**src/rtl/kia_pkg.sv**
```systemverilog
package kia_pkg;

  localparam int unsigned PIN_DIGITS = 4;
  localparam int unsigned PIN_COUNT  = 4;
  localparam int unsigned PIN_W      = 4 * PIN_DIGITS;
  localparam int unsigned CNT_W      = $clog2(PIN_DIGITS + 1);
  localparam int unsigned SLOT_W     = $clog2(PIN_COUNT);
  localparam int unsigned AVG_W      = 28;

  localparam logic [CNT_W-1:0] CNT_FULL = CNT_W'(PIN_DIGITS);

  // event kinds
  localparam logic [1:0] EV_KEY   = 2'd0;
  localparam logic [1:0] EV_ACCEL = 2'd1;
  localparam logic [1:0] EV_LIGHT = 2'd2;

  // key codes
  localparam logic [3:0] K_STAR = 4'd10;
  localparam logic [3:0] K_HASH = 4'd11;
  localparam logic [3:0] K_A    = 4'd12;
  localparam logic [3:0] K_C    = 4'd13;
  localparam logic [3:0] K_D    = 4'd14;
  localparam logic [3:0] K_NINE = 4'd9;

  // entry status codes
  localparam logic [2:0] ST_NONE     = 3'd0;
  localparam logic [2:0] ST_DIGIT    = 3'd1;
  localparam logic [2:0] ST_TOO_LONG = 3'd2;
  localparam logic [2:0] ST_SHORT    = 3'd3;
  localparam logic [2:0] ST_WRONG    = 3'd4;
  localparam logic [2:0] ST_OK       = 3'd5;

  // alarm causes
  localparam logic [1:0] CAUSE_NONE   = 2'd0;
  localparam logic [1:0] CAUSE_MOTION = 2'd1;
  localparam logic [1:0] CAUSE_LIGHT  = 2'd2;

  // led colours
  localparam logic [1:0] LED_GREEN  = 2'd0;
  localparam logic [1:0] LED_YELLOW = 2'd1;
  localparam logic [1:0] LED_RED    = 2'd2;
  localparam logic [1:0] LED_BLUE   = 2'd3;

  // pin slots
  localparam logic [SLOT_W-1:0] SLOT_ADMIN  = SLOT_W'(0);
  localparam logic [SLOT_W-1:0] SLOT_DISARM = SLOT_W'(1);
  localparam logic [SLOT_W-1:0] SLOT_ARM    = SLOT_W'(2);
  localparam logic [SLOT_W-1:0] SLOT_OFF    = SLOT_W'(3);

  localparam logic [15:0] PIN_RESET [4] = '{16'h1234, 16'h1111, 16'h2222, 16'h3333};

  // Q16 step of one light threshold unit
  localparam logic [AVG_W-1:0] LIGHT_STEP = AVG_W'(922460);
  // floor(n/100) = (n * DIV100_MAGIC) >> 37 for any 32-bit n
  localparam logic [31:0] DIV100_MAGIC = 32'h51EB851F;

  typedef struct packed {
    logic [PIN_W-1:0] digits;
    logic [CNT_W-1:0] count;
    logic [2:0]       st;
  } entry_t;

  function automatic entry_t entry_edit(input logic [3:0] key,
                                        input logic [PIN_W-1:0] digits,
                                        input logic [CNT_W-1:0] count);
    entry_t r;
    r.digits = digits;
    r.count  = count;
    r.st     = ST_NONE;
    if (key == K_STAR) begin
      if (count != '0) begin
        r.count  = count - CNT_W'(1);
        r.digits = digits >> 4;
      end
    end else if (key <= K_NINE) begin
      if (count >= CNT_FULL) begin
        r.st = ST_TOO_LONG;
      end else begin
        r.digits = {digits[PIN_W-5:0], key};
        r.count  = count + CNT_W'(1);
        r.st     = ST_DIGIT;
      end
    end
    return r;
  endfunction

  function automatic logic [PIN_W-1:0] pin_reset_val(input int unsigned i);
    return PIN_W'(PIN_RESET[i % 4]);
  endfunction

endpackage

```
**src/rtl/kia_if.sv**
```systemverilog
interface kia_evt_if;
  import kia_pkg::*;
  logic        valid;
  logic        ready;
  logic [1:0]  mode;
  logic [3:0]  key_code;
  logic signed [13:0] accel_x;
  logic signed [13:0] accel_y;
  logic signed [13:0] accel_z;
  logic [11:0] light_sample;

  modport source(output valid, mode, key_code, accel_x, accel_y, accel_z, light_sample,
                 input ready);
  modport sink(input valid, mode, key_code, accel_x, accel_y, accel_z, light_sample,
               output ready);
endinterface

interface kia_res_if;
  logic        valid;
  logic        ready;
  logic [2:0]  system_mode;
  logic [1:0]  alarm_cause;
  logic        siren_on;
  logic [1:0]  led_color;
  logic [2:0]  entry_status;
  logic [2:0]  digits_entered;
  logic [2:0]  menu_index;
  logic [11:0] light_level;

  modport source(output valid, system_mode, alarm_cause, siren_on, led_color, entry_status,
                 digits_entered, menu_index, light_level, input ready);
  modport sink(input valid, system_mode, alarm_cause, siren_on, led_color, entry_status,
               digits_entered, menu_index, light_level, output ready);
endinterface

```
**src/rtl/kia_light.sv**
```systemverilog
module kia_light import kia_pkg::*; (
  input  logic [11:0]      sample_i,
  input  logic [AVG_W-1:0] avg_i,
  input  logic [3:0]       rate_i,
  input  logic [3:0]       thr_i,
  output logic             big_o,
  output logic [AVG_W-1:0] avg_o
);

  logic signed [AVG_W:0] diff;
  logic                  neg;
  logic [AVG_W-1:0]      mag;
  logic [31:0]           scaled;
  logic [63:0]           prod;
  logic [26:0]           delta;
  logic [AVG_W-1:0]      limit;

  always_comb begin
    diff = $signed({1'b0, sample_i, 16'b0}) - $signed({1'b0, avg_i});
    neg  = diff[AVG_W];
    mag  = neg ? AVG_W'(-diff) : AVG_W'(diff);
    // rate is four bits: shift and add
    scaled = (rate_i[0] ? 32'(mag)       : 32'd0)
           + (rate_i[1] ? 32'(mag) << 1  : 32'd0)
           + (rate_i[2] ? 32'(mag) << 2  : 32'd0)
           + (rate_i[3] ? 32'(mag) << 3  : 32'd0);
    prod  = 64'(scaled) * 64'(DIV100_MAGIC);
    delta = prod[63:37];
    limit = AVG_W'(thr_i) * LIGHT_STEP;
    big_o = AVG_W'(delta) > limit;
    avg_o = neg ? avg_i - AVG_W'(delta) : avg_i + AVG_W'(delta);
  end

endmodule

```
**src/rtl/keypad_intrusion_alarm_controller.sv**
```systemverilog
// an accepted request's result is held in the output register from the next cycle
// throughput: one event per cycle while results are taken; the panel state is updated in the accepting cycle
// a new request is taken while the held result is being taken on the same edge
// reset (asynchronous, active low): idle mode, factory pins, default sensor settings,
// light average zero, green led, no result pending
module keypad_intrusion_alarm_controller import kia_pkg::*; (
  input  logic       clk_i,
  input  logic       rst_ni,
  kia_evt_if.sink    evt_i,
  kia_res_if.source  res_o
);

  typedef enum logic [2:0] {
    MODE_IDLE      = 3'd0,
    MODE_ARM_PIN   = 3'd1,
    MODE_ARMED     = 3'd2,
    MODE_DISARM    = 3'd3,
    MODE_ALARM     = 3'd4,
    MODE_ADMIN_PIN = 3'd5,
    MODE_MENU      = 3'd6,
    MODE_IN_MENU   = 3'd7
  } mode_e;

  mode_e            mode_q, mode_d;
  logic [PIN_W-1:0] pw_q [PIN_COUNT];
  logic [PIN_W-1:0] pw_d [PIN_COUNT];
  logic [PIN_W-1:0] digits_q, digits_d;
  logic [CNT_W-1:0] count_q, count_d;
  logic [2:0]       menu_q, menu_d;
  logic [3:0]       lvl_q, lvl_d;
  logic             mot_en_q, mot_en_d;
  logic [3:0]       rate_q, rate_d;
  logic [3:0]       thr_q, thr_d;
  logic             light_en_q, light_en_d;
  logic [AVG_W-1:0] avg_q, avg_d;
  logic [1:0]       cause_q, cause_d;
  logic [1:0]       led_q, led_d;
  logic [2:0]       st_d, st_q;
  logic             res_valid_q;

  logic             accept;
  logic             big;
  logic [AVG_W-1:0] avg_new;

  assign evt_i.ready = !res_valid_q || res_o.ready;
  assign accept      = evt_i.valid && evt_i.ready;

  kia_light u_light (
    .sample_i (evt_i.light_sample),
    .avg_i    (avg_q),
    .rate_i   (rate_q),
    .thr_i    (thr_q),
    .big_o    (big),
    .avg_o    (avg_new)
  );

  always_comb begin
    entry_t           ed;
    logic [3:0]       key;
    logic             full;
    logic             hash;
    logic             match;
    logic [SLOT_W-1:0] slot;
    logic [13:0]      ax, ay, az;
    logic [15:0]      lim;
    logic             on;

    mode_d     = mode_q;
    pw_d       = pw_q;
    digits_d   = digits_q;
    count_d    = count_q;
    menu_d     = menu_q;
    lvl_d      = lvl_q;
    mot_en_d   = mot_en_q;
    rate_d     = rate_q;
    thr_d      = thr_q;
    light_en_d = light_en_q;
    avg_d      = avg_q;
    cause_d    = cause_q;
    led_d      = led_q;
    st_d       = ST_NONE;

    key  = evt_i.key_code;
    ed   = entry_edit(key, digits_q, count_q);
    full = count_q == CNT_FULL;
    hash = key == K_HASH;
    on   = key != 4'd0;

    unique case (mode_q)
      MODE_ARM_PIN:   slot = SLOT_ARM;
      MODE_DISARM:    slot = SLOT_DISARM;
      MODE_ALARM:     slot = SLOT_OFF;
      MODE_IN_MENU:   slot = SLOT_W'(menu_q);
      default:        slot = SLOT_ADMIN;
    endcase
    match = hash && full && (digits_q == pw_q[slot]);

    ax  = evt_i.accel_x[13] ? 14'(-evt_i.accel_x) : 14'(evt_i.accel_x);
    ay  = evt_i.accel_y[13] ? 14'(-evt_i.accel_y) : 14'(evt_i.accel_y);
    az  = evt_i.accel_z[13] ? 14'(-evt_i.accel_z) : 14'(evt_i.accel_z);
    lim = {1'b0, lvl_q, 11'b0} + 16'd2048;

    if (accept) begin
      if (evt_i.mode == EV_KEY) begin
        // pin entry modes share the check on hash and the edit otherwise
        if (mode_q == MODE_ARM_PIN || mode_q == MODE_DISARM || mode_q == MODE_ALARM ||
            mode_q == MODE_ADMIN_PIN) begin
          if (hash) begin
            st_d = match ? ST_OK : (full ? ST_WRONG : ST_SHORT);
          end else begin
            st_d     = ed.st;
            digits_d = ed.digits;
            count_d  = ed.count;
          end
        end
        unique case (mode_q)
          MODE_IDLE: begin
            if (key == K_A) begin
              mode_d = MODE_ARM_PIN; digits_d = '0; count_d = '0;
            end else if (key == K_C) begin
              mode_d = MODE_ADMIN_PIN; digits_d = '0; count_d = '0;
            end
          end
          MODE_ARM_PIN: begin
            if (match) begin
              mode_d = MODE_ARMED; led_d = LED_YELLOW;
            end else if (key == K_D) begin
              mode_d = MODE_IDLE;
            end
          end
          MODE_ARMED: begin
            mode_d = MODE_DISARM; digits_d = '0; count_d = '0;
          end
          MODE_DISARM: begin
            if (match) begin
              mode_d = MODE_IDLE; led_d = LED_GREEN;
            end else if (key == K_D) begin
              mode_d = MODE_ARMED;
            end
          end
          MODE_ALARM: begin
            if (match) begin
              mode_d = MODE_IDLE; led_d = LED_GREEN; cause_d = CAUSE_NONE;
            end
          end
          MODE_ADMIN_PIN: begin
            if (match) begin
              mode_d = MODE_MENU; menu_d = 3'd0; led_d = LED_BLUE;
            end else if (key == K_D) begin
              mode_d = MODE_IDLE;
            end
          end
          MODE_MENU: begin
            if (key == K_D) begin
              mode_d = MODE_IDLE; led_d = LED_GREEN;
            end else if (key >= 4'd1 && key <= 4'd7) begin
              menu_d = 3'(key - 4'd1);
            end else if (hash) begin
              mode_d = MODE_IN_MENU; digits_d = '0; count_d = '0;
            end
          end
          MODE_IN_MENU: begin
            if (menu_q < 3'd4) begin
              if (hash) begin
                if (full) begin
                  pw_d[slot] = digits_q; st_d = ST_OK; mode_d = MODE_MENU;
                end else begin
                  st_d = ST_SHORT;
                end
              end else begin
                st_d     = ed.st;
                digits_d = ed.digits;
                count_d  = ed.count;
              end
            end else if (hash) begin
              mode_d = MODE_MENU;
              if (menu_q == 3'd6) led_d = LED_BLUE;
            end else if (key <= K_NINE && menu_q <= 3'd6) begin
              if (menu_q == 3'd4) begin
                mot_en_d = on;
                if (on) lvl_d = key;
              end else begin
                light_en_d = on;
                if (on) begin
                  if (menu_q == 3'd5) rate_d = key;
                  else thr_d = key;
                end
              end
            end
          end
          default: ;
        endcase
      end else if (evt_i.mode == EV_ACCEL) begin
        if ((mode_q == MODE_ARMED || mode_q == MODE_DISARM) && mot_en_q &&
            ({2'b0, ax} > lim || {2'b0, ay} > lim || {2'b0, az} > lim)) begin
          mode_d = MODE_ALARM; digits_d = '0; count_d = '0;
          led_d = LED_RED; cause_d = CAUSE_MOTION;
        end
      end else if (evt_i.mode == EV_LIGHT && light_en_q) begin
        if (mode_q == MODE_ARM_PIN) begin
          avg_d = avg_new;
        end else if (mode_q == MODE_ARMED || mode_q == MODE_DISARM) begin
          if (big) begin
            mode_d = MODE_ALARM; digits_d = '0; count_d = '0;
            led_d = LED_RED; cause_d = CAUSE_LIGHT;
          end else begin
            avg_d = avg_new;
          end
        end else if (mode_q == MODE_IN_MENU && (menu_q == 3'd5 || menu_q == 3'd6)) begin
          led_d = big ? LED_RED : LED_BLUE;
          avg_d = avg_new;
        end
      end
    end
  end

  always_ff @(posedge clk_i or negedge rst_ni) begin
    if (!rst_ni) begin
      mode_q      <= MODE_IDLE;
      for (int i = 0; i < PIN_COUNT; i++) pw_q[i] <= pin_reset_val(i);
      digits_q    <= '0;
      count_q     <= '0;
      menu_q      <= 3'd0;
      lvl_q       <= 4'd2;
      mot_en_q    <= 1'b1;
      rate_q      <= 4'd9;
      thr_q       <= 4'd1;
      light_en_q  <= 1'b1;
      avg_q       <= '0;
      cause_q     <= CAUSE_NONE;
      led_q       <= LED_GREEN;
      st_q        <= ST_NONE;
      res_valid_q <= 1'b0;
    end else begin
      mode_q     <= mode_d;
      pw_q       <= pw_d;
      digits_q   <= digits_d;
      count_q    <= count_d;
      menu_q     <= menu_d;
      lvl_q      <= lvl_d;
      mot_en_q   <= mot_en_d;
      rate_q     <= rate_d;
      thr_q      <= thr_d;
      light_en_q <= light_en_d;
      avg_q      <= avg_d;
      cause_q    <= cause_d;
      led_q      <= led_d;
      if (accept) begin
        st_q        <= st_d;
        res_valid_q <= 1'b1;
      end else if (res_o.ready) begin
        res_valid_q <= 1'b0;
      end
    end
  end

  // state only moves on accept, so the result reads the live registers
  assign res_o.valid          = res_valid_q;
  assign res_o.system_mode    = mode_q;
  assign res_o.alarm_cause    = cause_q;
  assign res_o.siren_on       = mode_q == MODE_ALARM;
  assign res_o.led_color      = led_q;
  assign res_o.entry_status   = st_q;
  assign res_o.digits_entered = 3'(count_q);
  assign res_o.menu_index     = menu_q;
  assign res_o.light_level    = avg_q[AVG_W-1:16];

`ifndef NO_ASSERTIONS
  a_cause_alarm: assert property (@(posedge clk_i) disable iff (!rst_ni)
    (cause_q != CAUSE_NONE) == (mode_q == MODE_ALARM))
    else $error("alarm cause out of step with alarm mode");
  a_count_range: assert property (@(posedge clk_i) disable iff (!rst_ni)
    count_q <= CNT_FULL)
    else $error("entry count beyond pin length");
  a_hold_state: assert property (@(posedge clk_i) disable iff (!rst_ni)
    !accept |=> $stable(mode_q) && $stable(avg_q) && $stable(count_q))
    else $error("panel state moved without a request");
  a_alarm_red: assert property (@(posedge clk_i) disable iff (!rst_ni)
    mode_q == MODE_ALARM |-> led_q == LED_RED)
    else $error("alarm mode without red led");
`endif

endmodule

```
**src/flat_wrapper.sv**
```systemverilog
// flat-port wrapper written by rule: the top's interface ports become plain ports
module keypad_intrusion_alarm_controller_flat import kia_pkg::*;
  (clk_i, rst_ni, evt_i_valid, evt_i_mode, evt_i_key_code, evt_i_accel_x, evt_i_accel_y, evt_i_accel_z, evt_i_light_sample, evt_i_ready, res_o_valid, res_o_system_mode, res_o_alarm_cause, res_o_siren_on, res_o_led_color, res_o_entry_status, res_o_digits_entered, res_o_menu_index, res_o_light_level, res_o_ready);
  kia_evt_if evt_i_i ();
  kia_res_if res_o_i ();
  input  logic clk_i;
  input  logic rst_ni;
  input wire logic [$bits(evt_i_i.valid)-1:0] evt_i_valid;
  input wire logic [$bits(evt_i_i.mode)-1:0] evt_i_mode;
  input wire logic [$bits(evt_i_i.key_code)-1:0] evt_i_key_code;
  input wire logic [$bits(evt_i_i.accel_x)-1:0] evt_i_accel_x;
  input wire logic [$bits(evt_i_i.accel_y)-1:0] evt_i_accel_y;
  input wire logic [$bits(evt_i_i.accel_z)-1:0] evt_i_accel_z;
  input wire logic [$bits(evt_i_i.light_sample)-1:0] evt_i_light_sample;
  output wire logic [$bits(evt_i_i.ready)-1:0] evt_i_ready;
  output wire logic [$bits(res_o_i.valid)-1:0] res_o_valid;
  output wire logic [$bits(res_o_i.system_mode)-1:0] res_o_system_mode;
  output wire logic [$bits(res_o_i.alarm_cause)-1:0] res_o_alarm_cause;
  output wire logic [$bits(res_o_i.siren_on)-1:0] res_o_siren_on;
  output wire logic [$bits(res_o_i.led_color)-1:0] res_o_led_color;
  output wire logic [$bits(res_o_i.entry_status)-1:0] res_o_entry_status;
  output wire logic [$bits(res_o_i.digits_entered)-1:0] res_o_digits_entered;
  output wire logic [$bits(res_o_i.menu_index)-1:0] res_o_menu_index;
  output wire logic [$bits(res_o_i.light_level)-1:0] res_o_light_level;
  input wire logic [$bits(res_o_i.ready)-1:0] res_o_ready;
  assign evt_i_i.valid = evt_i_valid;
  assign evt_i_i.mode = evt_i_mode;
  assign evt_i_i.key_code = evt_i_key_code;
  assign evt_i_i.accel_x = evt_i_accel_x;
  assign evt_i_i.accel_y = evt_i_accel_y;
  assign evt_i_i.accel_z = evt_i_accel_z;
  assign evt_i_i.light_sample = evt_i_light_sample;
  assign evt_i_ready = evt_i_i.ready;
  assign res_o_valid = res_o_i.valid;
  assign res_o_system_mode = res_o_i.system_mode;
  assign res_o_alarm_cause = res_o_i.alarm_cause;
  assign res_o_siren_on = res_o_i.siren_on;
  assign res_o_led_color = res_o_i.led_color;
  assign res_o_entry_status = res_o_i.entry_status;
  assign res_o_digits_entered = res_o_i.digits_entered;
  assign res_o_menu_index = res_o_i.menu_index;
  assign res_o_light_level = res_o_i.light_level;
  assign res_o_i.ready = res_o_ready;
  keypad_intrusion_alarm_controller u_core (.clk_i(clk_i), .rst_ni(rst_ni), .evt_i(evt_i_i), .res_o(res_o_i));
endmodule
```
**config.mk**
```make
export PLATFORM = sky130hd
export DESIGN_NAME = keypad_intrusion_alarm_controller_flat
export DESIGN_NICKNAME = d
export VERILOG_FILES = /design/src/rtl/kia_pkg.sv /design/src/rtl/kia_if.sv /design/src/rtl/kia_light.sv /design/src/rtl/keypad_intrusion_alarm_controller.sv /design/src/flat_wrapper.sv
export SDC_FILE = /design/constraint.sdc
export NUM_CORES = 2
export LEC_CHECK = 0
export ABC_CLOCK_PERIOD_IN_PS = 53200
export BUFFER_PORTS_ARGS = -buffer_cell sky130_fd_sc_hd__buf_2
export CAP_MARGIN = 20
export CORE_AREA = 3 3 250 252
export DETAILED_ROUTE_END_ITERATION = 8
export DIE_AREA = 0 0 253 255
export GPL_TIMING_DRIVEN = 0
export HOLD_SLACK_MARGIN = 0.08
export PLACE_DENSITY = 0.78
export SLEW_MARGIN = 20
export SYNTH_ARGS = -nofsm -noshare
export SYNTH_HDL_FRONTEND = slang
export SYNTH_SLANG_ARGS = --single-unit
```
**constraint.sdc**
```tcl
create_clock -name clk_i -period 53.2 [get_ports clk_i]
set_clock_uncertainty 0.2 [all_clocks]
set_input_delay 2.66 -clock clk_i [delete_from_list [all_inputs] [get_ports clk_i]]
set_output_delay 2.66 -clock clk_i [all_outputs]
set_load 0.005 [all_outputs]
```
# == Word-level counts from Yosys, hierarchy flattened ==
# Cells that the tools add are included.
# totals
ramBits,0
memories,0
reg_bits,139
rom_bits,0
word_cells,259
output_inout_bits,31
latch_bits,0
# op_classes
n_shift,0
n_lt_le_gt_ge,12
eq_ne,42
bitwise,7
multipliers,2
n_addsub,14
n_mux,121
n_reduce_logical,43
div,0
# ops
operator,n
$mux 16,19
$mux 28,7
$mux 3,50
$bwmux 64,1
$pmux 16 s4,1
$mul 32x31->63 const B,1
$mux 19,3
$gt 14x16->1,3
$mux 2,23
$mux 14,3
$neg 14->14,3
$add 31x31->32,1
$bmux 16 s2,1
$demux 16 s2,1
$add 30x30->31,1
$mux 31,1
$add 28x29->30,1
$mux 30,1
$mux 29,1
$sub 28x28->29,1
$add 28x26->28,1
$neg 28->28,1
$sub 28x26->28,1
$gt 26x24->1,1
other kinds (51),114

# == Logic depth before layout (Yosys ltp) ==
# depth
word_depth,16
mapped_depth,78

# == By module ==
# A second synthesis with hierarchy kept.
# hier_totals
hier_cells,3941
area_unflattened_um2,34863.4
# by_module_without_submodules
module,area_per_inst_um2,cells_each,seq_area_each_um2,instances
kia_light,25974.9,3003,0.0,1
keypad_intrusion_alarm_controller,8888.5,938,3512.1,1

# == Worst setup path before layout ==
# No wires, ideal clock.
# synth_path
kind,input to register
start,input evt_i_light_sample[0]
end,register u_core.avg_q[24]
required_time_ps,52873
arrival_ps,18429
slack_ps,34443
n_path_buf,4
setup_ps,127
stages,67
cell_sequence,ha_1 a41o_1 a21oi_1 o21ai_1 a31oi_1 o21ai_1 a21oi_1 o21a_1 clkbuf_1 clkbuf_1 o21ai_1 xnor2_1 nand2_1 fa_1 inv_1 fa_1 ha_1 and4_1 [31 not listed] or3b_1 nor4_1 inv_1 o41a_1 xnor2_1 ha_1 a21o_1 a21oi_1 nand2_1 o21bai_1 a31o_2 a21o_1 a211oi_1 nor2b_1 o21a_1 nor2_1 xnor2_1 mux2_1
# synth_via
elab_chain_len,13
word_cells_on_any_way,21
classes_between,add/sub (7); mul (1); order compare (1); eq/ne (1); mux (10); reduce/logical (1)
# synth_rtl
element,line_no,text
start: declaration,flat_wrapper.sv:14,input wire logic [$bits(evt_i_i.light_sample)-1:0] evt_i_light_sample;
$sub 28x28->29 *,kia_light.sv:19,"diff = $signed({1'b0, sample_i, 16'b0}) - $signed({1'b0, avg_i});"
$neg 28->28,kia_light.sv:21,mag = neg ? AVG_W'(-diff) : AVG_W'(diff);
$mux 28,kia_light.sv:21,
$mux 28 / $mux 29 (equally long branches),"kia_light.sv:23, kia_light.sv:24",
$add 28x29->30,kia_light.sv:24,+ (rate_i[1] ? 32'(mag) << 1 : 32'd0)
$add 30x30->31,kia_light.sv:25,+ (rate_i[2] ? 32'(mag) << 2 : 32'd0)
$add 31x31->32,kia_light.sv:26,+ (rate_i[3] ? 32'(mag) << 3 : 32'd0);
$mul 32x31->63,kia_light.sv:27,prod = 64'(scaled) * 64'(DIV100_MAGIC);
$add 28x26->28 / $sub 28x26->28 (equally long branches),kia_light.sv:31,avg_o = neg ? avg_i - AVG_W'(delta) : avg_i + AVG_W'(delta);
$mux 28,kia_light.sv:31,
"$mux 28, on equally long branches","keypad_intrusion_alarm_controller.sv:209, keypad_intrusion_alarm_controller.sv:203",
$mux 28,keypad_intrusion_alarm_controller.sv:202,end else if (mode_q == MODE_ARMED || mode_q == MODE_DISARM) begin
$mux 28,keypad_intrusion_alarm_controller.sv:200,if (mode_q == MODE_ARM_PIN) begin
end signal: assignment,keypad_intrusion_alarm_controller.sv:245,avg_q <= avg_d;
end: declaration,keypad_intrusion_alarm_controller.sv:35,"logic [AVG_W-1:0] avg_q, avg_d;"
# Mark *: on every way between the ends. The rest lies on a longest branch, timed or not. The select of a mux whose other input is x is not followed.
# A chain may end at the register's enable or synchronous reset.

# == Final worst setup path ==
# Ends and elaborated chain as after synthesis.

==> flow_metrics.env <==
export IMPL_synth_top_cell_by_area="fa_1"
export IMPL_initial_core_util_pct=54.7
export IMPL_grt_pass1_wl_mm=144
export IMPL_synth_main_ff_cell="dfrtp_1"
export IMPL_dp_cells=4573
export IMPL_cp_num_buf_inv=11
export IMPL_core_area_mm2=0.0604
export IMPL_arrival_ns=22.46
export IMPL_cts_sinks=139
export IMPL_r2r_slack_ns=31.70
export IMPL_final_min_clock_period_ns=22.32
export IMPL_drc_errors=0
export IMPL_antenna_cells=0
export IMPL_viasPerCell=5.70
export IMPL_cts_resized=0
export IMPL_track_usage_pct=28.5
export IMPL_synth_most_common_cell="inv_1"
export IMPL_routed_wirelength_mm=88.9
export IMPL_holdPathEnd="u_core.res_o.entry_status[0]"
export IMPL_dp_slack_ns=30.69
export IMPL_crit_type="in2reg"
export IMPL_first_global_vias=27275
export IMPL_end_kind="register"
export IMPL_cp_top_family="compound AO/OA/AOI/OAI gates"
export IMPL_post_cts_buffers=0
export IMPL_cpMostUsedCell="fa_1"
export IMPL_peakVddDrop_v=0.0000211
export IMPL_synth_common_cells="804 x inv_1, 523 x ha_1, 434 x fa_1"
export IMPL_netlist_cell_type_count=86
export IMPL_setup_ws_ns=30.88
export IMPL_clk_pin_slew_ns=0.06
export IMPL_status="completed"
export IMPL_pin_count=95
export IMPL_cts_hold_buf=0
export IMPL_yosys_top_cells_area="fa_1 26%, ha_1 20%, inv_1 9.1%, dfrtp_1 8.5%, xnor2_1 4.1%"
export IMPL_drv_cap=0
export IMPL_die_w_um=253
export IMPL_rsz0062_at_grt="no"
export IMPL_hold_path_class="reg2reg"
export IMPL_hold_path_cell_count=1
export IMPL_power_leakage_nw=19.3
export IMPL_cp_slowest_cell="xor2_1"
export IMPL_yosys_warnings=0
export IMPL_r2r_end="u_core.avg_q[24]"
export IMPL_cts_max_level=4
export IMPL_synth_nets=4714
export IMPL_max_freq_ghz=0.0448
export IMPL_rows=90
export IMPL_worst_pin_slew_ns=1.15
export IMPL_ant_nets=0
export IMPL_finalWeightedCongestion=0.996
export IMPL_synthCells=3693
export IMPL_drive_gt1_share_pct=6.98
export IMPL_synth_edf_count=0
export IMPL_dp_hpwl_mm=76.1
export IMPL_wl_per_cell_um=19.3
export IMPL_root_buffer="clkbuf_16"
export IMPL_startpoint_type="input pin"
export IMPL_cts_buffer_depth=2
export IMPL_r2r_start="u_core.avg_q[0]"
export IMPL_clkLatencyLatePin_ns=0.46
export IMPL_synth_top_cell_area_share_pct=26.3
export IMPL_r2r_worst_path_cells=71
export IMPL_grt_ovfl_total=0
export IMPL_fin_cells=4605
export IMPL_slew_viol_final=0
export IMPL_via_count=26268
export IMPL_io_buffer_count=94
export IMPL_finalCritPeriodShare_pct=42.0
export IMPL_syn_to_final_growth_pct=6.70
export IMPL_slowest_delay_ns=0.89
export IMPL_synth_cell_area_mm2=0.0330
export IMPL_hold_viol_final=0
export IMPL_ys_ff_latch=139
export IMPL_die_area_mm2=0.0645
export IMPL_yosysSeqAreaShare_pct=10.6
export IMPL_drtPass1Iterations=5
export IMPL_setup_viol=0
export IMPL_antenna_found_initial=1
export IMPL_grt_max_degree=98
export IMPL_hp_start="u_core.res_o.entry_status[0]"
export IMPL_power_density_mw_per_mm2=9.30
export IMPL_ys_async_sr_fraction_pct=100
export IMPL_nNetsFinal=4831
export IMPL_cp_max_fo=10
export IMPL_cts_tree="done"
export IMPL_synth_area_per_cell_um2=8.94
export IMPL_required_ns=53.34
export IMPL_first_iter_violations=1617
export IMPL_finalSetupTns_ns=0
export IMPL_relSlewSlack_pct=23.1
export IMPL_dieHeight_um=255
export IMPL_cts_inserted_buffers=17
==> cells in the final DEF, fill, tap and decap left out, drive strengths merged, types with 23 or more instances in the layout <==
master	instances
a21o	56
a21oi	178
a31oi	27
and2	63
buf	129
clkbuf	98
dfrtp	112
dfstp	27
fa	434
ha	523
inv	811
mux2	68
mux2i	56
nand2	219
nand2b	35
nand3	53
nand4	30
nor2	135
nor2b	47
nor3	44
o21a	23
o21ai	154
xnor2	157
xor2	65
==> final cells by class <==
| type | count | area, um^2 |
|---|---|---|
| plain buffers | 112 | 478 |
| fillers | 5256 | 25100 |
| clock buffers | 17 | 425 |
| flip-flops and latches | 139 | 3510 |
| inverters | 804 | 3020 |
| clock inverters | 15 | 176 |
| multi-input cells | 2638 | 26100 |
| repair buffers | 98 | 542 |
| well taps | 782 | 978 |
==> per-layer routing <==
layer / up-vias / GRT usage (%) / wire, um
met5: - / 0 / 13
met4: 2 / 12.7 / 4300
met3: 194 / 4.04 / 5870
met2: 960 / 47.9 / 41600
met1: 12846 / 36.9 / 37200
li1: 12266 / - / -
==> stage by stage <==
| step | cell area [um^2] | hold slack (ns) | total power [W] | utilization, % |
|---|---|---|---|---|
| 2_1_floorplan | 33000 | 0.249 | 0.000174 | - |
| 3_3_place_gp | 34500 | 0.261 | 0.000201 | 57.1 |
| 3_5_place_dp | 34600 | 0.265 | 0.000203 | 57.3 |
| 4_1_cts | 35200 | 0.282 | 0.000327 | 58.3 |
| 5_1_grt | 35200 | 0.294 | 0.000340 | 58.4 |
| 6_report | 35200 | 0.281 | 0.000328 | 58.4 |
==> registers in the layout (all words and copies together) (netlist names) <==
signal / cells
u_core.light_en_q: 1
u_core.pw_q: 64
u_core.avg_q: 28
u_core.res_o.valid: 1
u_core.res_o.alarm_cause: 2
u_core.res_o.entry_status: 3
u_core.res_o.led_color: 2
u_core.digits_q: 16
u_core.res_o.system_mode: 3
u_core.thr_q: 4
u_core.rate_q: 4
u_core.res_o.digits_entered: 3
u_core.lvl_q: 4
u_core.res_o.menu_index: 3
u_core.mot_en_q: 1
==> kinds of logic after synthesis <==
kind of cell	synth area share, %
buffers and inverters	10.6
xor gates and xnor gates	5.91
adders and majority gates	46.3
and+or+nand+nor	10.9
AOI/OAI and AO/OA	11.7
DFF	10.6
muxes	4.02
==> worst max path at each step <==
stage / startpoint / to / cells after the start
2_1_floorplan: evt_i_light_sample[0] / u_core.avg_q[24] / 67
3_3_place_gp: evt_i_light_sample[0] / u_core.avg_q[27] / 67
3_5_place_dp: evt_i_light_sample[0] / u_core.avg_q[24] / 67
4_1_cts: evt_i_light_sample[0] / u_core.avg_q[24] / 67
5_1_grt: evt_i_light_sample[0] / u_core.avg_q[27] / 68
6_report: evt_i_light_sample[0] / u_core.avg_q[24] / 67
==> report_power, final <==
part | total [W] | switching [W] | internal, W
Sequential | 0.000113 | 0.00000366 | 0.000110
Clock | 0.000125 | 0.0000577 | 0.0000670
Combinational | 0.0000896 | 0.0000561 | 0.0000334
Total | 0.000328 | 0.000118 | 0.000210
==> worst reg2reg max path, delay by kind of cell (launching register included) <==
family	cells	cell delay, ns
buffers and inverters	13	2.88
XOR/XNOR	5	2.52
adder cells (fa/ha/maj)	13	5.97
AND/OR/NAND/NOR	13	2.99
multiplexers	1	0.29
AO/OA/AOI/OAI	26	6.26
flip-flops	1	0.34
Power figures use the tool's default switching activity.
